===== src/sv/shacal2_block_cipher_defines.svh =====
// Assertion macros shared by the cipher RTL.
// The implication forms take an antecedent and a consequent and are disabled in reset.
`ifndef SHACAL2_BLOCK_CIPHER_DEFINES_SVH
`define SHACAL2_BLOCK_CIPHER_DEFINES_SVH

`ifndef SYNTHESIS

`define SHACAL2_ASSERT_IMP(name, clk, rst_n, ante, cons, msg) \
  name: assert property (@(posedge clk) disable iff (!rst_n) (ante) |-> (cons)) \
    else $error(msg);

`define SHACAL2_ASSERT_NXT(name, clk, rst_n, ante, cons, msg) \
  name: assert property (@(posedge clk) disable iff (!rst_n) (ante) |=> (cons)) \
    else $error(msg);

`else

`define SHACAL2_ASSERT_IMP(name, clk, rst_n, ante, cons, msg)

`define SHACAL2_ASSERT_NXT(name, clk, rst_n, ante, cons, msg)

`endif

`endif


===== src/sv/shacal2_pkg.sv =====
package shacal2_pkg;

  localparam int unsigned ROUNDS_DEF  = 64;
  localparam int unsigned NUM_SUBKEYS = 64;
  localparam int unsigned SK_AW       = 6;
  localparam int unsigned KEY_WORDS   = 8;
  localparam int unsigned KEY_AW      = 3;
  localparam int unsigned CFG_IDX_W   = 4;
  localparam int unsigned WORD_W      = 64;
  localparam int unsigned SUB_W       = 32;
  localparam int unsigned WIN_LEN     = 16;
  localparam int unsigned BLK_WORDS   = 4;

  typedef logic [SUB_W-1:0]  sub_t;
  typedef logic [SK_AW-1:0]  sk_addr_t;
  typedef logic [WORD_W-1:0] word_t;
  typedef logic [1:0]        wcnt_t;
  // Working variables a..h sit at elements 0..7.
  typedef logic [7:0][SUB_W-1:0] blk_t;

  localparam wcnt_t LAST_WORD = wcnt_t'(BLK_WORDS - 1);

  // Read response of the subkey store toward the round engine.
  typedef struct packed {
    logic ready;
    sub_t word;
  } sub_rsp_t;

  typedef enum logic [1:0] {
    CS_LOAD,
    CS_ROUND,
    CS_HOLD
  } core_state_e;

  localparam sub_t ROUND_K [NUM_SUBKEYS] = '{
    32'h428A2F98, 32'h71374491, 32'hB5C0FBCF, 32'hE9B5DBA5,
    32'h3956C25B, 32'h59F111F1, 32'h923F82A4, 32'hAB1C5ED5,
    32'hD807AA98, 32'h12835B01, 32'h243185BE, 32'h550C7DC3,
    32'h72BE5D74, 32'h80DEB1FE, 32'h9BDC06A7, 32'hC19BF174,
    32'hE49B69C1, 32'hEFBE4786, 32'h0FC19DC6, 32'h240CA1CC,
    32'h2DE92C6F, 32'h4A7484AA, 32'h5CB0A9DC, 32'h76F988DA,
    32'h983E5152, 32'hA831C66D, 32'hB00327C8, 32'hBF597FC7,
    32'hC6E00BF3, 32'hD5A79147, 32'h06CA6351, 32'h14292967,
    32'h27B70A85, 32'h2E1B2138, 32'h4D2C6DFC, 32'h53380D13,
    32'h650A7354, 32'h766A0ABB, 32'h81C2C92E, 32'h92722C85,
    32'hA2BFE8A1, 32'hA81A664B, 32'hC24B8B70, 32'hC76C51A3,
    32'hD192E819, 32'hD6990624, 32'hF40E3585, 32'h106AA070,
    32'h19A4C116, 32'h1E376C08, 32'h2748774C, 32'h34B0BCB5,
    32'h391C0CB3, 32'h4ED8AA4A, 32'h5B9CCA4F, 32'h682E6FF3,
    32'h748F82EE, 32'h78A5636F, 32'h84C87814, 32'h8CC70208,
    32'h90BEFFFA, 32'hA4506CEB, 32'hBEF9A3F7, 32'hC67178F2
  };

  function automatic sub_t rotr(sub_t x, int unsigned n);
    return (x >> n) | (x << (SUB_W - n));
  endfunction

  function automatic sub_t big_sig0(sub_t x);
    return rotr(x, 2) ^ rotr(x, 13) ^ rotr(x, 22);
  endfunction

  function automatic sub_t big_sig1(sub_t x);
    return rotr(x, 6) ^ rotr(x, 11) ^ rotr(x, 25);
  endfunction

  function automatic sub_t sml_sig0(sub_t x);
    return rotr(x, 7) ^ rotr(x, 18) ^ (x >> 3);
  endfunction

  function automatic sub_t sml_sig1(sub_t x);
    return rotr(x, 17) ^ rotr(x, 19) ^ (x >> 10);
  endfunction

  function automatic sub_t choose(sub_t x, sub_t y, sub_t z);
    return (x & y) ^ (~x & z);
  endfunction

  function automatic sub_t major(sub_t x, sub_t y, sub_t z);
    return (x & y) ^ (x & z) ^ (y & z);
  endfunction

  // One forward compression round; kw is the round constant plus the subkey.
  function automatic blk_t enc_round(blk_t s, sub_t kw);
    sub_t t1;
    sub_t t2;
    blk_t r;
    t1   = s[7] + big_sig1(s[4]) + choose(s[4], s[5], s[6]) + kw;
    t2   = big_sig0(s[0]) + major(s[0], s[1], s[2]);
    r[7] = s[6];
    r[6] = s[5];
    r[5] = s[4];
    r[4] = s[3] + t1;
    r[3] = s[2];
    r[2] = s[1];
    r[1] = s[0];
    r[0] = t1 + t2;
    return r;
  endfunction

  // Exact inverse of enc_round for the same kw.
  function automatic blk_t dec_round(blk_t s, sub_t kw);
    sub_t t1;
    sub_t t2;
    blk_t r;
    r[0] = s[1];
    r[1] = s[2];
    r[2] = s[3];
    r[4] = s[5];
    r[5] = s[6];
    r[6] = s[7];
    t2   = big_sig0(r[0]) + major(r[0], r[1], r[2]);
    t1   = s[0] - t2;
    r[3] = s[4] - t1;
    r[7] = t1 - (big_sig1(r[4]) + choose(r[4], r[5], r[6]) + kw);
    return r;
  endfunction

endpackage


===== src/sv/shacal2_round_core.sv =====
`include "shacal2_block_cipher_defines.svh"

module shacal2_round_core
  import shacal2_pkg::*;
#(
  parameter int unsigned ROUNDS = ROUNDS_DEF
) (
  input  logic     clk_i,
  input  logic     rst_ni,
  input  logic     in_valid_i,
  output logic     in_stall_o,
  input  word_t    data_word_i,
  input  logic     decrypt_i,
  input  sub_rsp_t sub_rsp_i,
  output sk_addr_t rd_addr_o,
  input  logic     res_free_i,
  output logic     res_load_o,
  output blk_t     res_data_o
);

  localparam sk_addr_t LAST_RND = sk_addr_t'(ROUNDS - 1);

  core_state_e state_q, state_d;
  wcnt_t       wcnt_q, wcnt_d;
  sk_addr_t    rnd_q, rnd_d;
  logic        dec_q, dec_d;
  blk_t        wrk_q, wrk_d;

  logic       in_acc;
  sk_addr_t   cur_idx;
  sub_t       kw;
  logic [2:0] hi_sel;
  logic [2:0] lo_sel;

  assign in_acc  = in_valid_i & sub_rsp_i.ready & (state_q == CS_LOAD);
  assign cur_idx = dec_q ? (LAST_RND - rnd_q) : rnd_q;
  assign kw      = ROUND_K[cur_idx] + sub_rsp_i.word;
  assign hi_sel  = {wcnt_q, 1'b0};
  assign lo_sel  = {wcnt_q, 1'b1};

  always_comb begin
    state_d    = state_q;
    wcnt_d     = wcnt_q;
    rnd_d      = rnd_q;
    dec_d      = dec_q;
    wrk_d      = wrk_q;
    in_stall_o = 1'b1;
    res_load_o = 1'b0;
    rd_addr_o  = dec_q ? (cur_idx - sk_addr_t'(1)) : (cur_idx + sk_addr_t'(1));
    unique case (state_q)
      CS_LOAD: begin
        in_stall_o = ~sub_rsp_i.ready;
        rd_addr_o  = decrypt_i ? LAST_RND : '0;
        if (in_acc) begin
          wrk_d[hi_sel] = data_word_i[WORD_W-1:SUB_W];
          wrk_d[lo_sel] = data_word_i[SUB_W-1:0];
          wcnt_d        = wcnt_q + wcnt_t'(1);
          if (wcnt_q == LAST_WORD) begin
            dec_d   = decrypt_i;
            rnd_d   = '0;
            state_d = CS_ROUND;
          end
        end
      end
      CS_ROUND: begin
        wrk_d = dec_q ? dec_round(wrk_q, kw) : enc_round(wrk_q, kw);
        rnd_d = rnd_q + sk_addr_t'(1);
        if (rnd_q == LAST_RND) begin
          state_d = CS_HOLD;
        end
      end
      CS_HOLD: begin
        if (res_free_i) begin
          res_load_o = 1'b1;
          state_d    = CS_LOAD;
        end
      end
      default: begin
        state_d = CS_LOAD;
      end
    endcase
  end

  always_ff @(posedge clk_i or negedge rst_ni) begin
    if (!rst_ni) begin
      state_q <= CS_LOAD;
      wcnt_q  <= '0;
      rnd_q   <= '0;
      dec_q   <= 1'b0;
    end else begin
      state_q <= state_d;
      wcnt_q  <= wcnt_d;
      rnd_q   <= rnd_d;
      dec_q   <= dec_d;
    end
  end

  always_ff @(posedge clk_i) begin
    wrk_q <= wrk_d;
  end

  assign res_data_o = wrk_q;

  `SHACAL2_ASSERT_NXT(a_last_round, clk_i, rst_ni, state_q == CS_ROUND && rnd_q == LAST_RND, state_q == CS_HOLD, "rounds did not stop after the last round")
  `SHACAL2_ASSERT_NXT(a_block_start, clk_i, rst_ni, in_acc && wcnt_q == LAST_WORD, state_q == CS_ROUND && rnd_q == '0, "fourth word did not start the rounds")
  `SHACAL2_ASSERT_IMP(a_count_idle, clk_i, rst_ni, state_q != CS_LOAD, wcnt_q == '0, "word count not cleared while rounds run")

endmodule


===== config.mk =====
export PLATFORM = sky130hd
export DESIGN_NAME = shacal2_round_core
export DESIGN_NICKNAME = d
export VERILOG_FILES = /design/src/sv/shacal2_pkg.sv /design/src/sv/shacal2_round_core.sv
export VERILOG_INCLUDE_DIRS = /design/src /design/src/sv
export SDC_FILE = /design/constraint.sdc
export NUM_CORES = 2
export LEC_CHECK = 0
export ABC_AREA = 1
export BUFFER_PORTS_ARGS = -buffer_cell sky130_fd_sc_hd__buf_2
export CORE_AREA = 2 2 219 382
export DETAILED_ROUTE_END_ITERATION = 7
export DIE_AREA = 0 0 221 384
export HOLD_SLACK_MARGIN = 0.08
export RECOVER_POWER = 100
export SLEW_MARGIN = 40
export SYNTH_ARGS = -nofsm -noshare
export SYNTH_HDL_FRONTEND = slang
export SYNTH_SLANG_ARGS = --single-unit
export TNS_END_PERCENT = 20

===== constraint.sdc =====
create_clock -name clk_i -period 9.5 [get_ports clk_i]
set_clock_uncertainty 0.2 [all_clocks]
set_input_delay 0.475 -clock clk_i [delete_from_list [all_inputs] [get_ports clk_i]]
set_output_delay 0.475 -clock clk_i [all_outputs]
set_load 0.01 [all_outputs]

==> qor.csv, run 1 <==
metric;value;unit
syn_nets;5570;
yosysWarnings;0;
yosysMostFrequentCell;inv_1;
pin_count;366;
synth.area.top_cells;edfxtp_1 (21%), fa_1 (10%), inv_1 (8.4%);
grt_pass1_vias;46436;
status;did not finish;
synthArstFlopShare;4.12;%
ys_seq_area_share;21.8;%
synthCells;5047;
syn_area;0.0365;mm^2
clock-sinks;267;
synth_top_area_share;21.1;%
synth_edf_count;256;
ys_types;69;
start_util;44.5;%
yosys.area.top_type;edfxtp_1;
routabilityCongestion;1.11;
grt_pass1_wl;335000;um
avgSynthCellArea;7.22;um^2
clock_path_buffers;3;
grt_overflow;32;
die_height;384;um
grt_usage;55.2;%
placed_area;0.0448;mm^2
ys_ff_latch;267;
synth_common_cells;inv_1 (819), nand2_1 (689), nor2_1 (540);
numCtsBuffers;30;
lastStage;global routing (5_1_grt);
portBuffers;365;
error;[ERROR GRT-0116] Global routing finished with congestion. Check the congestion regions in the DRC Viewer.;
die_width;221;um
grt_max_degree;119;
cts_root_buf;clkbuf_16;
synth_ff_type;edfxtp_1;
num_rows;139;
cts-htree-levels;1;
hpwl;183000;um
-- cell families after synthesis --
family	synth area share [%]
multiplexers	0.141
XOR/XNOR	10.4
buffers and inverters	11.6
AND/OR/NAND/NOR	16.7
flip-flops	21.8
adder cells (fa/ha/maj)	18.4
AO/OA/AOI/OAI	20.9
-- per-layer routing --
| layer | GRT overflow | global-route usage, % |
|---|---|---|
| met5 | 0 | 0 |
| met4 | 19 | 66.4 |
| met3 | 0 | 18.7 |
| met2 | 13 | 86.7 |
| met1 | 0 | 52.2 |
-- what timing repair did --
item,in CTS
hold buffers,29
buffers inserted,6
endpoints found under the setup margin,28
cloned,0
hold endpoints to repair,45
pin swaps,21
resized for setup,107
-- through the flow --
stage,worst slack (ps),TNS (ps),std cells
after floorplan,1110,0,5047
after global placement,-1180,-18370,6992
after detailed placement,-1160,-17430,6994
after CTS,-39.9,-134,7085
==> run 2: changes to the inputs <==
Settings changed: CORE_AREA 2 2 219 382 to 2 2 352 354, DIE_AREA 0 0 221 384 to 0 0 354 356, HOLD_SLACK_MARGIN 0.08 to not set, PLACE_DENSITY_LB_ADDON set to 0.15.
==> qor.csv, run 2 <==
metric;value;unit;change
wl_per_cell;28.6;um;
synth_edf_count;256;;unchanged
crit_slowest_cell;dfrtp_4;;
synth.area.top_cells;edfxtp_1 (21%), fa_1 (10%), inv_1 (8.4%);;
cts-htree-levels;2;;+1
drc_errors;0;;
largest_reg_flops;256;;
syn_to_final_growth;29.5;%;
insertion_delay;660;ps;
yosysWarnings;0;;unchanged
synthArstFlopShare;4.12;%;unchanged
synth_common_cells;inv_1 (819), nand2_1 (689), nor2_1 (540);;
path_clk_slew;90;ps;
crit_start;dec_q;;
grt_overflow;0;;
ys_types;69;;unchanged
ys_ff_latch;267;;unchanged
multiInputGateArea;0.0254;mm^2;
layout_setup_ws;280;ps;
syn_nets;5570;;unchanged
status;complete, but fails checks;;
num_rows;129;;-7.2%
pin_count;366;;unchanged
crit_path_start_kind;flop;;
placed_area;0.0448;mm^2;-0.13%
maxCapViolCount;4;;
setup-violations-final;0;;
core-area;0.123;mm^2;
path_max_fanout;7;;
cts_root_buf;clkbuf_16;;
start_util;29.7;%;-15 points
finalHoldViolCount;0;;
drive_gt1_share;19.4;%;
syn_area;0.0365;mm^2;unchanged
reg2reg_depth;44;;
fin_cells;7607;;
yosysMostFrequentCell;inv_1;;
hold_path_depth;3;;
portBuffers;365;;unchanged
avgSynthCellArea;7.22;um^2;unchanged
holdWs;27.4;ps;
routabilityCongestion;1.00;;-10%
crit_top_cell;buf_4;;
r2r-start;dec_q;;
placed_cells;7485;;+7.0%
synth_ff_type;edfxtp_1;;
seq_area;0.00797;mm^2;
grt_pass1_wl;299000;um;
drtIter0Drc;4156;;
end_kind;flop;;
drt-pass1-iter-count;6;;
reg2reg_setup_slack;280;ps;
required;9640;ps;
die_area;0.126;mm^2;
r2r-end;res_data_o[28];;
synth_top_area_share;21.1;%;unchanged
avgViaCountPerCell;5.35;;
cpPeakStageDelay;540;ps;
hold_end;res_data_o[147];;
postRouteAntennaNets;0;;
slew_headroom;-148;%;
numCtsBuffers;42;;+40%
worst_pin_slew;3730;ps;
violations;max-capacitance violations, max-slew violations;;
clock.fmax;108;MHz;
clock-sinks;267;;unchanged
yosys.area.top_type;edfxtp_1;;
worstHoldStart;data_word_i[51];;
final_common_cell;inv_1;;
antenna_found_initial;5;;
crit_type;flop to flop;;
min_path_type;input port to flop;;
vias;40674;;
die_width;354;um;+60%
final_cell_mix;inv_1 (805), nand2_1 (663), buf_4 (661);;
clock_path_buffers;3;;unchanged
die_height;356;um;-7.3%
tritoncts;built;;
slew_violations;137;;
place_ws;-481;ps;+679 ps
grt_max_degree;136;;
nets;6454;;
routed_wl;217000;um;
fill_cells;13358;;
grt_usage;33.4;%;
ys_seq_area_share;21.8;%;unchanged
stdcell_area;0.0472;mm^2;
hpwl;180000;um;-1.7%
synthCells;5047;;unchanged
grt_setup_unrepaired;yes;;
grt_pass1_vias;38681;;
arrival;9360;ps;
period_needed;9220;ps;
fin_crit_sh;97.1;%;
-- run 2: cell counts after synthesis --
Identical to the previous run, type by type.
-- run 2: final cells by class --
type,count,area share [%]
timing repair buffer,1110,15.2
inverter,835,6.70
tap,1637,4.34
clock buffer,49,2.28
multi-input combinational,3675,53.9
antenna,7,0.0371
clock inverter,27,0.684
sequential,267,16.9
-- run 2: worst max-delay path by stage --
stage                                 to  slack [ps]  cells past startpoint
after floorplan           res_data_o[31]        1110                     46
final                     res_data_o[28]         280                     44
after global routing      res_data_o[30]         -30                     50
after global placement    res_data_o[30]        -660                     44
after detailed placement  res_data_o[30]        -480                     44
after CTS                 res_data_o[30]           3                     47
-- run 2: worst max-delay path, delay by kind of cell (launching register included) --
family / cells / cell delay [ps]
AOI/OAI and AO/OA: 15 / 2750
xor gates and xnor gates: 1 / 130
adders and majority gates: 7 / 2610
buffers and inverters: 13 / 1530
DFF: 1 / 540
and+or+nand+nor: 8 / 1130
-- run 2: repair_timing --
item / CTS / global route
setup buffers: 3 / 19
hold buffers: 17 / 0
endpoints found under the setup margin: 16 / 25
endpoints found under the hold margin: 27 / 0
gates resized for setup: 59 / 222
pin swaps: 11 / 60
-- run 2: per-layer routing --
layer	share of wire, %	wire length [um]	global-route usage, %
met1	44	95300	46.7
met5	0	0	0
met4	4.2	9200	12.3
met2	44	96000	52.5
met3	7.8	17000	4.40
-- run 2: cell families (layout without fill, tap and decap cells) --
group           after synthesis  count (layout)  synth area share [%]
mux                           5               5                 0.141
flops                       267             267                  21.8
compound gates             1321            1321                  20.9
buf+inv                    1105            2021                  11.6
fa+ha+maj                   421             421                  18.4
xor+xnor                    432             432                  10.4
other cells                   0               7                     0
simple gates               1496            1496                  16.7
-- run 2: metrics by stage --
stage,setup TNS [ps],utilization [%]
floorplan,0,-
global placement,-4650,36.5
detailed placement,-2820,36.5
CTS,0,38.0
global route,-64.8,38.5
finish,0,38.5
Power of run 2 is left out: the tool's default activity adds up to more than one toggle a clock period on the data nets, which glitch-free logic cannot reach.
