<file path="src/sv/shacal2_block_cipher_defines.svh">
// Assertion macros shared by the cipher RTL.
// The implication forms take an antecedent and a consequent and are disabled in reset.
`ifndef SHACAL2_BLOCK_CIPHER_DEFINES_SVH
`define SHACAL2_BLOCK_CIPHER_DEFINES_SVH

`ifndef SYNTHESIS

`define SHACAL2_ASSERT_IMP(name, clk, rst_n, ante, cons, msg) \
  name: assert property (@(posedge clk) disable iff (!rst_n) (ante) |-> (cons)) \
    else $error(msg);

`define SHACAL2_ASSERT_NXT(name, clk, rst_n, ante, cons, msg) \
  name: assert property (@(posedge clk) disable iff (!rst_n) (ante) |=> (cons)) \
    else $error(msg);

`else

`define SHACAL2_ASSERT_IMP(name, clk, rst_n, ante, cons, msg)

`define SHACAL2_ASSERT_NXT(name, clk, rst_n, ante, cons, msg)

`endif

`endif

</file>
<file path="src/sv/shacal2_pkg.sv">
package shacal2_pkg;

  localparam int unsigned ROUNDS_DEF  = 64;
  localparam int unsigned NUM_SUBKEYS = 64;
  localparam int unsigned SK_AW       = 6;
  localparam int unsigned KEY_WORDS   = 8;
  localparam int unsigned KEY_AW      = 3;
  localparam int unsigned CFG_IDX_W   = 4;
  localparam int unsigned WORD_W      = 64;
  localparam int unsigned SUB_W       = 32;
  localparam int unsigned WIN_LEN     = 16;
  localparam int unsigned BLK_WORDS   = 4;

  typedef logic [SUB_W-1:0]  sub_t;
  typedef logic [SK_AW-1:0]  sk_addr_t;
  typedef logic [WORD_W-1:0] word_t;
  typedef logic [1:0]        wcnt_t;
  // Working variables a..h sit at elements 0..7.
  typedef logic [7:0][SUB_W-1:0] blk_t;

  localparam wcnt_t LAST_WORD = wcnt_t'(BLK_WORDS - 1);

  // Read response of the subkey store toward the round engine.
  typedef struct packed {
    logic ready;
    sub_t word;
  } sub_rsp_t;

  typedef enum logic [1:0] {
    CS_LOAD,
    CS_ROUND,
    CS_HOLD
  } core_state_e;

  localparam sub_t ROUND_K [NUM_SUBKEYS] = '{
    32'h428A2F98, 32'h71374491, 32'hB5C0FBCF, 32'hE9B5DBA5,
    32'h3956C25B, 32'h59F111F1, 32'h923F82A4, 32'hAB1C5ED5,
    32'hD807AA98, 32'h12835B01, 32'h243185BE, 32'h550C7DC3,
    32'h72BE5D74, 32'h80DEB1FE, 32'h9BDC06A7, 32'hC19BF174,
    32'hE49B69C1, 32'hEFBE4786, 32'h0FC19DC6, 32'h240CA1CC,
    32'h2DE92C6F, 32'h4A7484AA, 32'h5CB0A9DC, 32'h76F988DA,
    32'h983E5152, 32'hA831C66D, 32'hB00327C8, 32'hBF597FC7,
    32'hC6E00BF3, 32'hD5A79147, 32'h06CA6351, 32'h14292967,
    32'h27B70A85, 32'h2E1B2138, 32'h4D2C6DFC, 32'h53380D13,
    32'h650A7354, 32'h766A0ABB, 32'h81C2C92E, 32'h92722C85,
    32'hA2BFE8A1, 32'hA81A664B, 32'hC24B8B70, 32'hC76C51A3,
    32'hD192E819, 32'hD6990624, 32'hF40E3585, 32'h106AA070,
    32'h19A4C116, 32'h1E376C08, 32'h2748774C, 32'h34B0BCB5,
    32'h391C0CB3, 32'h4ED8AA4A, 32'h5B9CCA4F, 32'h682E6FF3,
    32'h748F82EE, 32'h78A5636F, 32'h84C87814, 32'h8CC70208,
    32'h90BEFFFA, 32'hA4506CEB, 32'hBEF9A3F7, 32'hC67178F2
  };

  function automatic sub_t rotr(sub_t x, int unsigned n);
    return (x >> n) | (x << (SUB_W - n));
  endfunction

  function automatic sub_t big_sig0(sub_t x);
    return rotr(x, 2) ^ rotr(x, 13) ^ rotr(x, 22);
  endfunction

  function automatic sub_t big_sig1(sub_t x);
    return rotr(x, 6) ^ rotr(x, 11) ^ rotr(x, 25);
  endfunction

  function automatic sub_t sml_sig0(sub_t x);
    return rotr(x, 7) ^ rotr(x, 18) ^ (x >> 3);
  endfunction

  function automatic sub_t sml_sig1(sub_t x);
    return rotr(x, 17) ^ rotr(x, 19) ^ (x >> 10);
  endfunction

  function automatic sub_t choose(sub_t x, sub_t y, sub_t z);
    return (x & y) ^ (~x & z);
  endfunction

  function automatic sub_t major(sub_t x, sub_t y, sub_t z);
    return (x & y) ^ (x & z) ^ (y & z);
  endfunction

  // One forward compression round; kw is the round constant plus the subkey.
  function automatic blk_t enc_round(blk_t s, sub_t kw);
    sub_t t1;
    sub_t t2;
    blk_t r;
    t1   = s[7] + big_sig1(s[4]) + choose(s[4], s[5], s[6]) + kw;
    t2   = big_sig0(s[0]) + major(s[0], s[1], s[2]);
    r[7] = s[6];
    r[6] = s[5];
    r[5] = s[4];
    r[4] = s[3] + t1;
    r[3] = s[2];
    r[2] = s[1];
    r[1] = s[0];
    r[0] = t1 + t2;
    return r;
  endfunction

  // Exact inverse of enc_round for the same kw.
  function automatic blk_t dec_round(blk_t s, sub_t kw);
    sub_t t1;
    sub_t t2;
    blk_t r;
    r[0] = s[1];
    r[1] = s[2];
    r[2] = s[3];
    r[4] = s[5];
    r[5] = s[6];
    r[6] = s[7];
    t2   = big_sig0(r[0]) + major(r[0], r[1], r[2]);
    t1   = s[0] - t2;
    r[3] = s[4] - t1;
    r[7] = t1 - (big_sig1(r[4]) + choose(r[4], r[5], r[6]) + kw);
    return r;
  endfunction

endpackage

</file>
<file path="src/sv/shacal2_key_sched.sv">
`include "shacal2_block_cipher_defines.svh"

module shacal2_key_sched
  import shacal2_pkg::*;
(
  input  logic                 clk_i,
  input  logic                 rst_ni,
  input  logic                 cfg_we_i,
  input  logic [CFG_IDX_W-1:0] cfg_idx_i,
  input  word_t                cfg_data_i,
  input  sk_addr_t             rd_addr_i,
  output sub_rsp_t             sub_rsp_o
);

  localparam sk_addr_t LAST_SK = sk_addr_t'(NUM_SUBKEYS - 1);

  word_t    key_q [KEY_WORDS];
  sub_t     win_q [WIN_LEN];
  sub_t     sub_mem [NUM_SUBKEYS];
  sub_t     rd_q;
  logic     busy_q, busy_d;
  sk_addr_t exp_cnt_q, exp_cnt_d;

  logic  cfg_hit;
  word_t key_sel;
  sub_t  key_half;
  sub_t  calc_w;
  sub_t  new_w;

  assign cfg_hit  = cfg_we_i && (cfg_idx_i < CFG_IDX_W'(KEY_WORDS));
  assign key_sel  = key_q[exp_cnt_q[KEY_AW:1]];
  assign key_half = exp_cnt_q[0] ? key_sel[SUB_W-1:0] : key_sel[WORD_W-1:SUB_W];
  assign calc_w   = sml_sig1(win_q[WIN_LEN-2]) + win_q[WIN_LEN-7]
                  + sml_sig0(win_q[1]) + win_q[0];
  assign new_w    = (exp_cnt_q < sk_addr_t'(WIN_LEN)) ? key_half : calc_w;

  always_comb begin
    busy_d    = busy_q;
    exp_cnt_d = exp_cnt_q;
    if (cfg_hit) begin
      busy_d    = 1'b1;
      exp_cnt_d = '0;
    end else if (busy_q) begin
      exp_cnt_d = exp_cnt_q + sk_addr_t'(1);
      if (exp_cnt_q == LAST_SK) begin
        busy_d = 1'b0;
      end
    end
  end

  // Reset starts a schedule pass so the store holds the all-zero key's subkeys.
  always_ff @(posedge clk_i or negedge rst_ni) begin
    if (!rst_ni) begin
      busy_q    <= 1'b1;
      exp_cnt_q <= '0;
      for (int i = 0; i < KEY_WORDS; i++) begin
        key_q[i] <= '0;
      end
    end else begin
      busy_q    <= busy_d;
      exp_cnt_q <= exp_cnt_d;
      if (cfg_hit) begin
        key_q[cfg_idx_i[KEY_AW-1:0]] <= cfg_data_i;
      end
    end
  end

  always_ff @(posedge clk_i) begin
    if (busy_q) begin
      for (int i = 0; i < WIN_LEN - 1; i++) begin
        win_q[i] <= win_q[i+1];
      end
      win_q[WIN_LEN-1] <= new_w;
    end
  end

  always_ff @(posedge clk_i) begin
    if (busy_q) begin
      sub_mem[exp_cnt_q] <= new_w;
    end
    rd_q <= sub_mem[rd_addr_i];
  end

  assign sub_rsp_o.ready = ~busy_q & ~cfg_we_i;
  assign sub_rsp_o.word  = rd_q;

  `SHACAL2_ASSERT_NXT(a_cfg_restart, clk_i, rst_ni, cfg_hit, busy_q && exp_cnt_q == '0, "key write did not restart the schedule")
  `SHACAL2_ASSERT_NXT(a_sched_done, clk_i, rst_ni, busy_q && !cfg_hit && exp_cnt_q == LAST_SK, !busy_q, "schedule pass did not end after the last subkey")
  `SHACAL2_ASSERT_NXT(a_idle_stays, clk_i, rst_ni, !busy_q && !cfg_hit, !busy_q && exp_cnt_q == '0, "schedule left idle without a key write")

endmodule

</file>
<file path="config.mk">
export PLATFORM = sky130hd
export DESIGN_NAME = shacal2_key_sched
export DESIGN_NICKNAME = d
export VERILOG_FILES = /design/src/sv/shacal2_pkg.sv /design/src/sv/shacal2_key_sched.sv
export VERILOG_INCLUDE_DIRS = /design/src /design/src/sv
export SDC_FILE = /design/constraint.sdc
export NUM_CORES = 2
export LEC_CHECK = 0
export BUFFER_PORTS_ARGS = -buffer_cell sky130_fd_sc_hd__buf_2
export CAP_MARGIN = 10
export CORE_AREA = 3 3 740 558
export CTS_CLUSTER_SIZE = 20
export DETAILED_ROUTE_END_ITERATION = 8
export DIE_AREA = 0 0 743 561
export PLACE_DENSITY = 0.54
export SLEW_MARGIN = 20
export SYNTH_ARGS = -nofsm -noshare
export SYNTH_HDL_FRONTEND = slang
export SYNTH_SLANG_ARGS = --single-unit
</file>
<file path="constraint.sdc">
create_clock -name clk_i -period 10.2 [get_ports clk_i]
set_input_delay 2.04 -clock clk_i [delete_from_list [all_inputs] [get_ports clk_i]]
set_output_delay 2.04 -clock clk_i [all_outputs]
set_load 0.02 [all_outputs]
</file>
Word-level counts from Yosys, hierarchy flattened
Memories as Yosys holds them, arrays and structs flattened. A register that Yosys moved wholly into a read port is not among the register bits.
Cells that the tools add are included.
- register bits: 519
- bits in writable memories: 2560
- memories kept: 2
- memories (name ; depth ; bits a word ; read ports ; clocked after Yosys merged registers in ; write ports ; line ; source):
    sub_mem ; 64 ; 32 ; 1 ; 1 ; 1 ; shacal2_key_sched.sv:19 ; sub_t sub_mem [NUM_SUBKEYS];
    win_q ; 16 ; 32 ; 16 ; 0 ; 16 ; shacal2_key_sched.sv:18 ; sub_t win_q [WIN_LEN];
- bitwise gates (word level): 13
- equality and inequality tests: 1
- multiplexer cells: 15
- add/subtract/negate cells: 4
- $lt $le $gt $ge: 5
- reduce and logical (&&, ||, !) cells: 3
- operators by type and width (kind ; number):
    $bwmux W512 ; 1
    $bmux W64 S3 ; 1
    $demux W64 S3 ; 1
    $mux W64 ; 3
    $add A32 B32 Y32 ; 3
    $mux W32 ; 2
    $xor A32 B32 Y32 ; 2
    $or A13 B32 Y32 ; 1
    $or A14 B32 Y32 ; 1
    $or A15 B32 Y32 ; 1
    $or A25 B32 Y32 ; 1
    $xor A32 B22 Y32 ; 1
    $xor A32 B29 Y32 ; 1
    $mux W6 ; 2
    $ge A4 B4 Y1 const B ; 2
    $not A3 Y4 ; 2
    $add A6 B1 Y6 const B ; 1
    $eq A6 B6 Y1 const B ; 1
    $lt A6 B5 Y1 const B ; 1
    $mux W1 ; 5
    $lt A4 B1 Y1 const B ; 1
    $lt A4 B4 Y1 const B ; 1
    $logic_and A1 B1 Y1 ; 2
    $not A1 Y1 ; 2
    other kinds (2) ; 2

Depth between registers and ports, before layout
An unclocked memory read counts as a cell.
- depth in word-level cells: 8
- gate-level depth with buffers: 16
- depth with buffers taken out: 16

Worst setup path after synthesis
No wires, ideal clock.
- kind: reg-to-reg
- start point: register busy_q
- end point: memory sub_mem[31][0] in the netlist's numbering (enable)
- arrival: 9.418 ns
- buffers on the path: 0
- clock period less this slack: 9.841 ns
- library setup time: 0.423 ns
- data required time: 9.777 ns
- slack: 0.359 ns
- stages on the path, launching flop included: 3
- path through: dfstp_2 nand4_1 nor2_1
- longest elaborated chain between the ends: 2
- RTL lines (element ; line ; source):
    start, declared ; shacal2_key_sched.sv:21 ; logic busy_q, busy_d;
    start signal, assigned ; shacal2_key_sched.sv:60 ; busy_q <= busy_d;
    $mux W1 ; shacal2_key_sched.sv:78 ; if (busy_q) begin
    $mux W1 (implied by the code) ; shacal2_key_sched.sv:79 ; sub_mem[exp_cnt_q] <= new_w;
    end, declared ; shacal2_key_sched.sv:19 ;
No other way between the ends.

==> results_dict.tcl <==
set metrics [dict create \
    status "completed" \
    area_delta_synth_final_pct 15.65 \
    wl_met1_mm 143.7 \
    final_max_slew_viol_count 0 \
    antenna_found_initial 38 \
    synthTopCellsByArea "edfxtp_1, mux4_2, dfrtp_1, mux2_2, fa_1" \
    grt.overflow.total 0 \
    drt_first_pass_iters 8 \
    gp_congestion 0.8328 \
    initial_core_util_pct 29.90 \
    power_w 0.04774 \
    top_layer "met5" \
    drive_gt1_share_pct 35.68 \
    hp-start "win_q[0][155]$_DFFE_PP_" \
    power_leakage_nw 47.51 \
    hold-path-endpoint "win_q[0][123]$_DFFE_PP_" \
    cts_resized 0 \
    cts_made_buffers 334 \
    route.met2.wl_mm 144.0 \
    row_count 203 \
    grt_pass1_wl_mm 451.5 \
    reg2reg_from "win_q[0][40]$_DFFE_PP_" \
    setup_tns_ps 0 \
    h-tree-depth 5 \
    fillers 37390 \
    ys_types 54 \
    ir_drop_mv 0.7026 \
    path_depth 17 \
    via_per_inst 4.965 \
    async_flop_share_pct 16.68 \
    cts.sinks 3111 \
    yosys_warnings 0 \
    cts_hold_buf 0 \
    whs_path_depth 0 \
    rr_worst_depth 17 \
    worstMarginPinSlew_ps 1223 \
    io_pins 110 \
    syn-cell-area_um2 121600 \
    maxCapViolCount 0 \
    clk_pin_slew_worst_paths_ps 60 \
    finalCriticalPeriod_ps 5920 \
    synth_top_area_cell "edfxtp_1" \
    rsz0062_at_grt "false" \
    multi_input_area_um2 30200 \
    worstPathArrival_ps 6500 \
    cp-end-kind "register" \
    root_buffer "clkbuf_16" \
    grt_start_max_net_pins 187 \
    post_drt_wl_per_cell_um 27.35 \
    fin_crit_sh_pct 58.04 \
    critPathBufInv 4 \
    fin_cells 11550 \
    track_usage_pct 14.94 \
    grt_pass1_vias 59480 \
    max_freq_mhz 168.9 \
    rrSetupSlack_ps 4280 \
    start_kind "register" \
    clk_path_buf_depth 4 \
    core_area_um2 406600 \
    antenna_left 0 \
    syn_avg_cell_area_um2 22.07 \
    dp_cells 10930 \
    synth_enable_flop_cells 2560 \
    min_path_type "register to register" \
    slew_headroom_pct 18.48 \
    cp_max_fo 65 \
    drtIter0Drc 6170 \
    finClkSkew_ps 97.60 \
    critPathRequiredTime_ps 10780 \
    nets 6006 \
    dp_hpwl_mm 178.0 \
    crit_type "register to register" \
    cts_setup_buffers 0 \
    netlist.area_leader.share_pct 63.22 \
    placement.io_buffers 109 \
    slowest_delay_ps 810 \
    die_y_um 561 \
    synth_ff_type "edfxtp_1" \
    ys_ff_latch 3111 \
    cp_slowest_cell "a2111oi_0" \
    drcViolationCount 0 \
    chipWidth_um 743 \
    routed_wl_mm 315.8 \
    dr_wl_met3_mm 20.29 \
    via_count 57320 \
    seq_area_frac_synth_pct 74.43 \
    power.density_nw_per_um2 339.5 \
    final_hold_viol_count 0 \
    setup-violations-final 0 \
    syn_nets 5681 \
    synth_cells 5510 \
    r2r-end "sub_mem[23][31]$_DFFE_PP_" \
    path_cells "xnor2_1 -> xnor2_1 -> fa_1 -> inv_1 -> fa_1 -> inv_1 -> ha_1 -> inv_1 -> fa_1 -> nor2b_1 -> o211ai_1 -> a31oi_1 -> o21ai_0 -> a2111oi_0 -> o211ai_1 -> o211ai_1 -> buf_4" \
    clk_latency_ps 920 \
    cts_tree "yes" \
    die-area_um2 416800 \
    critPathTopFamily "compound AO/OA/AOI/OAI gates" \
    regArea_um2 90520 \
]
==> sequential cells by signal (all words and copies together), names as in the netlist <==
signal and cells:
sub_mem 2048, key_q 512, win_q 512, rd_q 32, exp_cnt_q 6, busy_q 1
==> through the flow <==
stage | area (um^2) | util, % | worst slack (ps) | hold slack [ps]
3_5_place_dp | 129900 | 31.94 | 4391 | 404.5
2_1_floorplan | 121600 | - | 359.3 | 400.3
3_3_place_gp | 129900 | 31.94 | 4326 | 400.2
4_1_cts | 140600 | 34.58 | 4372 | 384.3
5_1_grt | 140600 | 34.58 | 4030 | 408.1
6_report | 140600 | 34.58 | 4280 | 395.6
==> per-layer routing <==
layer	vias to the layer above	GRT usage, %
li1	23180	-
met1	31790	22.21
met2	1889	22.83
met3	455	2.427
met4	8	3.857
met5	-	0
==> cell families (layout without fill, tap and decap cells) <==
| logic type | Yosys count | count (layout) | synth area share [%] |
|---|---|---|---|
| xor+xnor | 144 | 144 | 1.037 |
| fa+ha+maj | 94 | 94 | 1.350 |
| other cells | 0 | 7 | 0 |
| mux | 1350 | 1350 | 20.09 |
| simple gates | 260 | 260 | 0.9878 |
| buf+inv | 412 | 1009 | 1.419 |
| flops | 3111 | 3111 | 74.43 |
| compound gates | 139 | 139 | 0.6873 |
==> worst max path at each step <==
| stage | from | slack, ps | to |
|---|---|---|---|
| after floorplan | busy_q$_DFF_PN1_ | 360 | sub_mem[31][0]$_DFFE_PP_ |
| after global placement | rd_addr_i[0] | 4330 | rd_q[28]$_DFF_P_ |
| after detailed placement | win_q[0][40]$_DFFE_PP_ | 4390 | sub_mem[26][31]$_DFFE_PP_ |
| after CTS | win_q[0][40]$_DFFE_PP_ | 4370 | sub_mem[51][31]$_DFFE_PP_ |
| after global routing | win_q[0][51]$_DFFE_PP_ | 4030 | sub_mem[10][31]$_DFFE_PP_ |
| final | win_q[0][40]$_DFFE_PP_ | 4280 | sub_mem[23][31]$_DFFE_PP_ |
==> power by group <==
| group | switching, W | internal, W |
|---|---|---|
| logic | 0.0109 | 0.00526 |
| clock network | 0.00494 | 0.00687 |
| registers | 0.00108 | 0.0187 |
==> cell type report <==
type                            count  share of cell area, %
Clock buffer                      456                  6.543
Tap cell                         5432                  4.833
Antenna cell                        7                0.01246
Multi-Input combinational cell   1987                  21.48
Timing Repair Buffer              257                  1.312
Inverter                          144                 0.3844
Sequential cell                  3111                  64.37
Clock inverter                    152                  1.070
==> placed cells by master, fill, tap and decap left out, drive strengths merged, types with 14 or more instances in the layout <==
| master | instances |
|---|---|
| clkinv | 117 |
| xnor2 | 118 |
| dfrtp | 518 |
| xor2 | 26 |
| mux4 | 821 |
| a21oi | 53 |
| fa | 62 |
| buf | 256 |
| o21ai | 30 |
| mux2 | 516 |
| edfxtp | 2560 |
| nor2 | 101 |
| nor2b | 14 |
| nand2 | 65 |
| bufinv | 21 |
| ha | 32 |
| dfxtp | 32 |
| clkbuf | 457 |
| inv | 154 |
| nand3 | 18 |
==> synth_stat cells (4+ instances only) <==
| cell type | n |
|---|---|
| xor2_1 | 26 |
| buf_6 | 4 |
| o21ai_0 | 30 |
| a211oi_1 | 11 |
| nand2b_1 | 6 |
| dfrtp_1 | 518 |
| xnor2_1 | 118 |
| or2_2 | 4 |
| nor3_1 | 12 |
| fa_1 | 62 |
| buf_4 | 22 |
| nand2_1 | 65 |
| ha_1 | 32 |
| o21a_1 | 7 |
| o211ai_1 | 8 |
| a31oi_1 | 8 |
| nor2_1 | 101 |
| mux2i_1 | 13 |
| a21o_1 | 7 |
| a21oi_1 | 53 |
| nand3_1 | 18 |
| edfxtp_1 | 2560 |
| inv_1 | 144 |
| mux2_2 | 516 |
| buf_1 | 22 |
| dfxtp_1 | 32 |
| clkbuf_1 | 167 |
| and3_1 | 8 |
| mux4_2 | 821 |
| buf_2 | 53 |
| nand4_1 | 9 |
| nor2b_1 | 14 |
| nor3b_1 | 5 |
Power figures use the tool's default switching activity.
