## src/sv/shacal2_block_cipher_defines.svh

```systemverilog
// Assertion macros shared by the cipher RTL.
// The implication forms take an antecedent and a consequent and are disabled in reset.
`ifndef SHACAL2_BLOCK_CIPHER_DEFINES_SVH
`define SHACAL2_BLOCK_CIPHER_DEFINES_SVH

`ifndef SYNTHESIS

`define SHACAL2_ASSERT_IMP(name, clk, rst_n, ante, cons, msg) \
  name: assert property (@(posedge clk) disable iff (!rst_n) (ante) |-> (cons)) \
    else $error(msg);

`define SHACAL2_ASSERT_NXT(name, clk, rst_n, ante, cons, msg) \
  name: assert property (@(posedge clk) disable iff (!rst_n) (ante) |=> (cons)) \
    else $error(msg);

`else

`define SHACAL2_ASSERT_IMP(name, clk, rst_n, ante, cons, msg)

`define SHACAL2_ASSERT_NXT(name, clk, rst_n, ante, cons, msg)

`endif

`endif

```

## src/sv/shacal2_pkg.sv

```systemverilog
package shacal2_pkg;

  localparam int unsigned ROUNDS_DEF  = 64;
  localparam int unsigned NUM_SUBKEYS = 64;
  localparam int unsigned SK_AW       = 6;
  localparam int unsigned KEY_WORDS   = 8;
  localparam int unsigned KEY_AW      = 3;
  localparam int unsigned CFG_IDX_W   = 4;
  localparam int unsigned WORD_W      = 64;
  localparam int unsigned SUB_W       = 32;
  localparam int unsigned WIN_LEN     = 16;
  localparam int unsigned BLK_WORDS   = 4;

  typedef logic [SUB_W-1:0]  sub_t;
  typedef logic [SK_AW-1:0]  sk_addr_t;
  typedef logic [WORD_W-1:0] word_t;
  typedef logic [1:0]        wcnt_t;
  // Working variables a..h sit at elements 0..7.
  typedef logic [7:0][SUB_W-1:0] blk_t;

  localparam wcnt_t LAST_WORD = wcnt_t'(BLK_WORDS - 1);

  // Read response of the subkey store toward the round engine.
  typedef struct packed {
    logic ready;
    sub_t word;
  } sub_rsp_t;

  typedef enum logic [1:0] {
    CS_LOAD,
    CS_ROUND,
    CS_HOLD
  } core_state_e;

  localparam sub_t ROUND_K [NUM_SUBKEYS] = '{
    32'h428A2F98, 32'h71374491, 32'hB5C0FBCF, 32'hE9B5DBA5,
    32'h3956C25B, 32'h59F111F1, 32'h923F82A4, 32'hAB1C5ED5,
    32'hD807AA98, 32'h12835B01, 32'h243185BE, 32'h550C7DC3,
    32'h72BE5D74, 32'h80DEB1FE, 32'h9BDC06A7, 32'hC19BF174,
    32'hE49B69C1, 32'hEFBE4786, 32'h0FC19DC6, 32'h240CA1CC,
    32'h2DE92C6F, 32'h4A7484AA, 32'h5CB0A9DC, 32'h76F988DA,
    32'h983E5152, 32'hA831C66D, 32'hB00327C8, 32'hBF597FC7,
    32'hC6E00BF3, 32'hD5A79147, 32'h06CA6351, 32'h14292967,
    32'h27B70A85, 32'h2E1B2138, 32'h4D2C6DFC, 32'h53380D13,
    32'h650A7354, 32'h766A0ABB, 32'h81C2C92E, 32'h92722C85,
    32'hA2BFE8A1, 32'hA81A664B, 32'hC24B8B70, 32'hC76C51A3,
    32'hD192E819, 32'hD6990624, 32'hF40E3585, 32'h106AA070,
    32'h19A4C116, 32'h1E376C08, 32'h2748774C, 32'h34B0BCB5,
    32'h391C0CB3, 32'h4ED8AA4A, 32'h5B9CCA4F, 32'h682E6FF3,
    32'h748F82EE, 32'h78A5636F, 32'h84C87814, 32'h8CC70208,
    32'h90BEFFFA, 32'hA4506CEB, 32'hBEF9A3F7, 32'hC67178F2
  };

  function automatic sub_t rotr(sub_t x, int unsigned n);
    return (x >> n) | (x << (SUB_W - n));
  endfunction

  function automatic sub_t big_sig0(sub_t x);
    return rotr(x, 2) ^ rotr(x, 13) ^ rotr(x, 22);
  endfunction

  function automatic sub_t big_sig1(sub_t x);
    return rotr(x, 6) ^ rotr(x, 11) ^ rotr(x, 25);
  endfunction

  function automatic sub_t sml_sig0(sub_t x);
    return rotr(x, 7) ^ rotr(x, 18) ^ (x >> 3);
  endfunction

  function automatic sub_t sml_sig1(sub_t x);
    return rotr(x, 17) ^ rotr(x, 19) ^ (x >> 10);
  endfunction

  function automatic sub_t choose(sub_t x, sub_t y, sub_t z);
    return (x & y) ^ (~x & z);
  endfunction

  function automatic sub_t major(sub_t x, sub_t y, sub_t z);
    return (x & y) ^ (x & z) ^ (y & z);
  endfunction

  // One forward compression round; kw is the round constant plus the subkey.
  function automatic blk_t enc_round(blk_t s, sub_t kw);
    sub_t t1;
    sub_t t2;
    blk_t r;
    t1   = s[7] + big_sig1(s[4]) + choose(s[4], s[5], s[6]) + kw;
    t2   = big_sig0(s[0]) + major(s[0], s[1], s[2]);
    r[7] = s[6];
    r[6] = s[5];
    r[5] = s[4];
    r[4] = s[3] + t1;
    r[3] = s[2];
    r[2] = s[1];
    r[1] = s[0];
    r[0] = t1 + t2;
    return r;
  endfunction

  // Exact inverse of enc_round for the same kw.
  function automatic blk_t dec_round(blk_t s, sub_t kw);
    sub_t t1;
    sub_t t2;
    blk_t r;
    r[0] = s[1];
    r[1] = s[2];
    r[2] = s[3];
    r[4] = s[5];
    r[5] = s[6];
    r[6] = s[7];
    t2   = big_sig0(r[0]) + major(r[0], r[1], r[2]);
    t1   = s[0] - t2;
    r[3] = s[4] - t1;
    r[7] = t1 - (big_sig1(r[4]) + choose(r[4], r[5], r[6]) + kw);
    return r;
  endfunction

endpackage

```

## src/sv/shacal2_out_buf.sv

```systemverilog
module shacal2_out_buf
  import shacal2_pkg::*;
(
  input  logic  clk_i,
  input  logic  rst_ni,
  input  logic  res_load_i,
  input  blk_t  res_data_i,
  output logic  res_free_o,
  output logic  out_valid_o,
  input  logic  out_stall_i,
  output word_t result_word_o,
  output logic  last_of_block_o
);

  word_t buf_q [BLK_WORDS];
  logic  vld_q;
  wcnt_t cnt_q;
  logic  xfer;

  assign xfer = vld_q & ~out_stall_i;

  always_ff @(posedge clk_i or negedge rst_ni) begin
    if (!rst_ni) begin
      vld_q <= 1'b0;
      cnt_q <= '0;
    end else if (res_load_i) begin
      vld_q <= 1'b1;
      cnt_q <= '0;
    end else if (xfer) begin
      cnt_q <= cnt_q + wcnt_t'(1);
      if (cnt_q == LAST_WORD) begin
        vld_q <= 1'b0;
      end
    end
  end

  // The head word is always element zero; each transfer shifts the rest down.
  always_ff @(posedge clk_i) begin
    if (res_load_i) begin
      for (int k = 0; k < BLK_WORDS; k++) begin
        buf_q[k] <= {res_data_i[2*k], res_data_i[2*k+1]};
      end
    end else if (xfer) begin
      for (int k = 0; k < BLK_WORDS - 1; k++) begin
        buf_q[k] <= buf_q[k+1];
      end
    end
  end

  assign res_free_o      = ~vld_q;
  assign out_valid_o     = vld_q;
  assign result_word_o   = buf_q[0];
  assign last_of_block_o = (cnt_q == LAST_WORD);

endmodule

```

## config.mk

```make
export PLATFORM = sky130hd
export DESIGN_NAME = shacal2_out_buf
export DESIGN_NICKNAME = d
export VERILOG_FILES = /design/src/sv/shacal2_block_cipher_defines.svh /design/src/sv/shacal2_pkg.sv /design/src/sv/shacal2_out_buf.sv
export SDC_FILE = /design/constraint.sdc
export NUM_CORES = 1
export LEC_CHECK = 0
export ABC_AREA = 1
export BUFFER_PORTS_ARGS = -buffer_cell sky130_fd_sc_hd__clkbuf_2
export CAP_MARGIN = 10
export CELL_PAD_IN_SITES_DETAIL_PLACEMENT = 1
export CELL_PAD_IN_SITES_GLOBAL_PLACEMENT = 1
export CORE_ASPECT_RATIO = 2
export CORE_UTILIZATION = 40
export CTS_CLUSTER_SIZE = 30
export DETAILED_ROUTE_END_ITERATION = 10
export GPL_TIMING_DRIVEN = 0
export PLACE_DENSITY = 0.84
export SLEW_MARGIN = 20
export SYNTH_ARGS = -nofsm -noshare
export SYNTH_HDL_FRONTEND = slang
export SYNTH_SLANG_ARGS = --single-unit
```

## constraint.sdc

```tcl
create_clock -name clk_i -period 6 [get_ports clk_i]
set_input_delay 0.9 -clock clk_i [delete_from_list [all_inputs] [get_ports clk_i]]
set_output_delay 0.9 -clock clk_i [all_outputs]
set_load 0.005 [all_outputs]
```

# == Word level (Yosys, flattened, before mapping) ==
# Memories as Yosys holds them, arrays and structs flattened.
# Index checks and enable logic that the tools add are counted.
# word_totals
register_bits,3
ramBits,256
inputBits,260
output_inout_bits,67
word_cells,27
memories,1
# classes
addsub,1
n_eq_ne,1
mux,13
bitwise_logic,6
n_reduce_logical,3
# mem_list
name,depth,width,rd,rd_clocked_by_memory_dff,wr,line,text
buf_q,4,64,4,0,4,shacal2_out_buf.sv:15,word_t buf_q [BLK_WORDS];
# ops
cell,n
64-bit 2-to-1 mux,3
1-bit 2-to-1 mux,8
2-bit 2-to-1 mux,2
2-bit nonzero test,2
1-bit OR,3
2-bit by 1-bit adder with 2-bit output (second input constant),1
2-bit == test (second input constant),1
1-bit NOT,2
2-bit AND reduction,1
1-bit bitwise AND,1

# == Logic depth before layout (Yosys ltp) ==
# Gate-level depths: netlist (run 1).
# logic_depth
word_depth,6
depth_mapped,6
mapped_depth_nobuf,5

# == Worst setup path before layout (run 1) ==
# Ideal clock, no wire load.
# synth_path
kind,input to register
from,input out_stall_i
to,memory buf_q[0][0] (netlist name) (enable)
setup_time_ps,561
arrival_time_ps,5368
setup_slack_ps,71
path_stages,4
n_path_buf,1
cell_sequence,inv_2 buf_2 nand2_1 nand2_1
# synth_lines
element,line,text
from (decl),shacal2_out_buf.sv:10,"input logic out_stall_i,"
to (decl),shacal2_out_buf.sv:15,

==> results.md, run 1 <==
Logic synthesis:
- The largest total area in the synthesized netlist belongs to edfxtp_1.
- The sequential element share of the synthesized area is 68.1%.
- The synthesized instance count is 1001.
- The synthesized design devotes to its leading area cell type 67.5% of total area.
- Counting every net in the synthesized netlist gives 1262.
- The cell area that synthesis handed to floorplanning was 11400 µm².
- The number of different library cells used by synthesis comes to 14.
- A synthesized cell averages 11.4 µm².
- The total of warnings raised by yosys is 0.
- Yosys attributes the largest share of cell area to edfxtp_1 (67%), nand2_1 (13%), nand4_1 (11%), buf_4 (4.6%), buf_2 (2.8%).
- Synthesis inferred 259 register bits.

Timing:
- The worst-case headroom to the max-slew limit is 60.1%.
- Setup violations remaining at the end of the flow were counted as 0.
- The final critical-path required period is 2.78 ns.
- The final critical path takes up 46.4% of the cycle.
- For the pin with the worst max-slew slack, the measured transition is 0.598 ns.
- The final-report max-slew violation count is 0.
- Across the routed clock network, the largest skew measured is 0.0101 ns.
- Setup repair after global routing left no endpoint under its margin.
- The hold violation count in the final report is 0.
- The fmax is 359 MHz.
- Hold is met by 0.162 ns.

Finish:
- The area of the multi-input gates is 2720 µm².
- From synthesis to final layout, the design area changed by 26.3%.
- The ratio of cells with drive above 1 in the final layout is 36.4%.
- The number of cells in the finished layout apart from fillers is 1739.
- In the final design database the tool counted 1618 nets.
- The number of filler cells placed in the layout is 3149.
- The final standard cell area without fillers is 14400 µm².
- Summing all flip-flop and latch instances after layout gives 7760 µm².

Power:
- The areal power density over the cells is 299 nW/µm².
- The maximum vdd drop is 0.243 mV.
- The standby leakage power is 6.71 nW.
- The total power after layout is 4.30 mW.

Floorplan:
- The initial utilization of the core area, before any placement, comes to 40.6%.
- The number of rows created at floorplan is 87.
- Pin placement for this block handled 327 I/O pins.
- The area of the die is 29200 µm².
- The die outline width is 121 µm.
- The overall die height is 241 µm.
- After floorplanning, the core was sized to cover 28100 µm².

Route:
- The number of iterations in the first detailed-routing pass is 6.
- Summing over every cut layer, the via total after detailed routing is 8919.
- Dividing the detail-routed wire length by the instance count gives 19.6 µm.
- For this block, the routed nets add up to 34000 µm of wire.
- The antenna violation net count after detailed routing is 0.
- The number of design rule violations left after detail routing is 0.
- After detailed routing, the number of vias per cell comes to 5.13.
- The first routing iteration left 439 violations.

Global routing:
- The routing usage on met3 is 2.34%.
- The first-pass GRT wire length is 51100 µm.
- The initial antenna violation count was 7.
- The via count of the first global-routing pass came to 9508.
- The largest net degree at the start of global routing is 61.
- The global-route total usage across every layer is 23.4%.
- For this run the aggregate overflow at the end of global routing stands at 0.
- The global routing met2 resource utilization is 44.8%.
- The layer flagged by global routing as most heavily used is met2.
- For met1 alone, demand over resource in global routing was 23.5%.

Worst setup path:
- The category of the most critical setup path is primary input to flip-flop.
- The data arrival time of the worst path is 2.99 ns.
- The data required time of the critical path is 6.21 ns.
- The sort of element at the start of the critical path is a primary input.
- Measured in cells, the most critical reg-to-reg path has a length of 6.
- The critical path endpoint category is a flip-flop.
- The startpoint of the worst register-to-register path is out_valid_o$_DFFE_PN0P_.
- The endpoint identified for the worst register-to-register timing path is buf_q[0][171]$_DFFE_PP_.
- The largest fanout on the critical path is 60.
- The internal reg-to-reg setup slack is 3.53 ns.

Clock tree:
- In this run, post-CTS repair resized a total of 0 instances.
- TritonCTS built the clock tree.
- For the worst-skew pair, the clock arrives at the later sink with an insertion delay of 0.54 ns.
- The number of sinks driven by the clock tree is 259.
- No sink is reached through more buffers than the 3 on the longest clock path.
- The root buffer cell is clkbuf_16.
- Clock-pin slew was measured on the worst setup and hold paths at 0.06 ns.
- In this run, post-CTS hold repair placed 0 buffers.
- TritonCTS created 24 clock buffers.
- The number of H-tree levels is 1.
- The number of setup buffers added after CTS is 0.

Place:
- The HPWL after detailed placement is 26600 µm.
- The congestion estimate from routability-driven global placement came to 0.902.
- The total placed instance area is 13600 µm².
- Including well taps, the total number of placed cells is 1687.
- Input and output buffers added on the ports amount to 326.

Status:
- The flow ran to the end, and the final reports show no timing, DRC or antenna violations.

Flow run:
- The tool flagged a number of max-cap violations equal to 0.

Hold path:
- The tightest min-delay check is of the primary input to asynchronous set/reset pin type.
## per-layer routing
layer	up-vias	routed length (µm)
met5	-	0
met4	0	2080
met3	104	1360
met2	306	19200
met1	4256	11400
li1	4253	-
## cell usage after synthesis
cell type and count:
buf_1 6, buf_2 64, buf_4 70, clkbuf_1 9, dfrtp_1 3, edfxtp_1 256, ha_1 1, inv_1 1
inv_2 2, nand2_1 392, nand3_1 2, nand3_2 1, nand4_1 193, nor2_1 1
## sequential cells by signal, indices dropped and copies added, names as in the netlist
name / count
out_valid_o: 1
buf_q: 256
cnt_q: 2
## cells in the final DEF (no fill, tap or decap)
| master | n |
|---|---|
| buf_2 | 64 |
| buf_12 | 1 |
| clkbuf_4 | 1 |
| dfrtp_1 | 3 |
| nand3_1 | 2 |
| clkbuf_2 | 325 |
| inv_1 | 1 |
| nand2_1 | 391 |
| inv_2 | 2 |
| nand3_2 | 1 |
| buf_4 | 70 |
| clkinv_1 | 6 |
| clkinvlp_4 | 1 |
| ha_1 | 1 |
| clkbuf_16 | 25 |
| diode_2 | 8 |
| nand2_4 | 1 |
| clkinv_2 | 4 |
| bufinv_16 | 3 |
| nor2_1 | 1 |
| buf_16 | 3 |
| buf_1 | 6 |
| nand4_1 | 193 |
| clkbuf_1 | 14 |
| edfxtp_1 | 256 |
## final cells by class
class	instances	area share [%]
diodes	8	0.139
clock buffers	30	4.48
flip-flops and latches	259	54.0
inverters	3	0.0783
repair buffers	330	12.1
multi-input cells	590	18.9
plain buffers	149	6.27
clock inverters	14	0.974
well taps	356	3.10
## worst max-delay path by stage
stage                           start                       to  slack [ns]  cells past startpoint
after floorplan           out_stall_i    buf_q[0][0]$_DFFE_PP_        0.07                      4
after global placement     res_load_i    buf_q[0][9]$_DFFE_PP_       -2.87                      4
after detailed placement   res_load_i   buf_q[0][57]$_DFFE_PP_        2.64                      7
after CTS                  res_load_i  buf_q[0][171]$_DFFE_PP_        3.20                      7
after global routing       res_load_i  buf_q[0][171]$_DFFE_PP_        3.08                      7
final                      res_load_i  buf_q[0][171]$_DFFE_PP_        3.22                      7
## report_power, final
part | internal (mW) | switching, mW | total, mW
combinational | 0.222 | 0.279 | 0.501
sequential | 2.19 | 0.0532 | 2.25
clock | 0.889 | 0.664 | 1.55
total | 3.30 | 0.996 | 4.30
## cells by family after synthesis
group	share of synthesized area (%)
simple gates	23.7
flops	68.1
buf+inv	8.02
fa+ha+maj	0.110
## stage by stage
step           TNS (ns)  worst slack (ns)  utilization (%)
2_1_floorplan         0            0.0712                -
3_3_place_gp    -552.04             -2.87             48.0
3_5_place_dp          0              2.64             48.4
4_1_cts               0              3.20             51.1
5_1_grt               0              3.08             51.2
6_report              0              3.22             51.2
## worst max-delay path, cell delays in order
cell	delay, ns
clkbuf_4	0.19
buf_16	0.27
inv_2	0.19
buf_4	0.23
nand2_4	0.47
buf_16	0.36
buf_12	0.28
No activity file was read; power rests on OpenSTA's default activity.
==> inputs of run 2 (changes only) <==
Settings changed: CORE_UTILIZATION 40 to 36, PLACE_DENSITY 0.84 to 0.81.
Clock period 6 ns to 2.45 ns, I/O delays scaled along.
==> run 2 against run 1 <==
Register-to-register slack worse by 3.2 ns. Critical path depth down 2. Count of clock-buffer cells in the layout down 4. Utilization down 3.2 points. Routed wire length up 3.7%. Combinational power rose to 2.5 times the previous value. Largest power group unchanged. Worst setup slack worse by 2.9 ns. Sequential share of layout area down 1.8 points. Clock skew down 0.0022 ns. Clock power rose to 2.6 times the previous value. Final area up 3.5%. Cell count up 5.9%.
==> results.md, run 2 (synthesized netlist as in run 1, its figures left out) <==
Worst setup path:
- Along the worst path, the maximum fanout reaches 85.
- STA classifies the critical path startpoint as a flip-flop.
- The category of the most critical setup path is flip-flop to flip-flop.
- At the worst endpoint, the arrival time is 2.33 ns.
- The critical path endpoint category is a flip-flop.
- At the worst endpoint, the required time is 2.63 ns.

Status:
- The run finished with clean final reports.

Floorplan:
- The initial utilization of the core area, before any placement, comes to 36.8%.
- The total area inside the core boundary comes to 31000 µm².
- The die outline width is 128 µm.
- The number of rows created at floorplan is 91.
- The die is 254 µm tall.
- 327 I/O pins were placed.
- The die covers 32400 µm².

Timing:
- The share of the clock period used by the worst path is 87.9%.
- The worst-case headroom to the max-slew limit is 69.5%.
- The actual transition at the worst max-transition pin is 0.457 ns.
- The hold violation count in the final report came to 0.
- Setup repair after global routing left no endpoint under its margin.
- For the final database, setup skew stands at 0.00795 ns.
- The fmax is 464 MHz.
- The number of failing setup endpoints in the final timing report is 0.
- The worst hold slack after final layout is 0.0198 ns.
- The final-report max-slew violation count came to 0.
- The routed design could run at a clock period as short as 2.15 ns.
- The total negative setup slack is 0 ns.
- The worst path meets setup with 0.296 ns of slack.

Clock tree:
- The number of sinks driven by the clock tree is 259.
- After clock tree synthesis, the clock-pin slew on the worst setup and hold paths is 0.07 ns.
- The number of CTS-inserted buffers is 24.
- In this run the number of H-tree levels came out at 1.
- The root buffer cell is clkbuf_16.
- Counting along the longest clock path gives a buffer depth of 3.
- TritonCTS built the clock tree.
- The later pin in the worst-skew pair is clocked with a latency of 0.53 ns.

Place:
- The congestion estimate from routability-driven global placement came to 0.849.
- The HPWL after detailed placement is 27300 µm.
- Port buffering added 326 buffers.
- At the placement stage, the worst setup path has a slack of -0.0166 ns.

Global routing:
- The first-pass GRT wire length is 52900 µm.
- The total global routing overflow is 0.
- The via count of the first global-routing pass is 9876.
- The initial antenna violation count is 11.
- Entering global routing, the biggest net connects 86 pins.
- In the global route stage, overall resource usage came out at 21.9%.

Power:
- The areal power density over the cells is 727 nW/µm².
- The worst-case IR drop observed on VDD is 0.785 mV.
- The combinational share of power is 11.8%.
- The switching fraction of total power is 23.0%.
- The net switching power is 2.49 mW.
- Cell internal power was estimated by the tool at 8.33 mW.
- Summed over all cells, the static leakage comes to 6.88 nW.
- The clock network is responsible for 37.4% of the overall power.
- The sequential power share is 50.8%.

Finish:
- The post-layout utilization of the core is 48.1%.
- In the final layout, the share of cells above drive strength 1 is 35.6%.
- The flip-flop count of the largest register after layout is 256.
- The library cell used most frequently in the layout, excluding fill and tap cells, is nand2_1.
- The most flop-heavy register is buf_q.
- From synthesis to final layout, the design area changed by 30.7%.
- The number of nets in the layout is 1654.
- The number of filler cells placed in the layout is 3491.
- The library cells used most frequently in the layout, excluding fill and tap cells, are nand2_1 (391), clkbuf_2 (325), edfxtp_1 (256).

Route:
- In this run the remaining antenna-violating nets after routing total 0.
- The number of iterations in the first detailed-routing pass is 4.
- The number of design rule violations left after detail routing is 0.
- Across all layers, the routed design uses 8909 vias.
- The initial detailed-routing violation count is 450.
- The via-per-instance ratio is 4.84.
- The aggregate routed wire length is 35300 µm.
- In the final routed layout, each cell accounts on average for 19.2 µm.

Hold path:
- The tightest min-delay check is of the primary input to flip-flop type.

Flow run:
- The max-cap violation count is 0.
-- run 2: changes by cell type in the layout (fill, tap and decap cells not counted), sizes merged, moves of 2 or more --
cell	previous run	this run
dlygate4sd3	0	37
clkbuf	365	361
diode	8	12
clkinv	10	13
bufinv	3	5
-- run 2: cell type report --
cell class | instances | area, µm² | share of cell area [%]
Sequential cell | 259 | 7760 | 52.1
Multi-Input combinational cell | 590 | 2730 | 18.3
Timing Repair Buffer | 366 | 2090 | 14.0
Buffer | 149 | 902 | 6.06
Clock buffer | 26 | 629 | 4.23
Tap cell | 418 | 523 | 3.51
Clock inverter | 18 | 210 | 1.41
Antenna cell | 12 | 30.0 | 0.202
Inverter | 3 | 11.3 | 0.0756
-- run 2: layer usage --
layer	global-route usage, %	vias up	part of all wire [%]
met5	0	-	0
li1	-	4323	-
met1	21.2	4214	33
met3	2.44	90	4.0
met2	42.7	282	57
met4	14.5	0	6.0
-- run 2: through the flow --
stage	std cells	power [mW]	instance area (µm²)
6_report	1841	10.8	14900
3_3_place_gp	1745	6.75	13600
2_1_floorplan	1001	6.18	11400
3_5_place_dp	1748	6.83	13600
5_1_grt	1840	11.2	14900
4_1_cts	1829	10.9	14900
-- run 2: critical path: stages, from the launching register on --
cell and delay [ns]:
dfrtp_1 0.37, buf_4 0.21, buf_4 0.23, nand2_1 0.19, nand2_8 0.34, buf_16 0.36
-- run 2: power groups by stage --
stage | clock network, mW | logic [mW] | registers, mW
2_1_floorplan | 0 | 0.642 | 5.54
3_3_place_gp | 0 | 1.17 | 5.57
3_5_place_dp | 0 | 1.24 | 5.60
4_1_cts | 4.09 | 1.30 | 5.50
5_1_grt | 4.25 | 1.42 | 5.53
6_report | 4.04 | 1.27 | 5.50
-- run 2: path summary, 6_finish.rpt --
path,slack (ns),cells past startpoint,endpoint,startpoint
min,0.02,1,buf_q[0][197]$_DFFE_PP_,res_data_i[229]
max in group asynchronous,2.15,2,cnt_q[0]$_DFFE_PN0P_,rst_ni
max reg2reg,0.30,5,buf_q[0][4]$_DFFE_PP_,out_valid_o$_DFFE_PN0P_
min reg2reg,0.54,2,cnt_q[1]$_DFFE_PN0P_,cnt_q[1]$_DFFE_PN0P_
max,0.30,5,buf_q[0][4]$_DFFE_PP_,out_valid_o$_DFFE_PN0P_
min in group asynchronous,0.18,2,out_valid_o$_DFFE_PN0P_,rst_ni
-- run 2: what timing repair did --
item,4_1_cts,5_1_grt
setup buffers,0,0
hold buffers,37,0
resized for setup,0,0
hold endpoints to repair,39,0
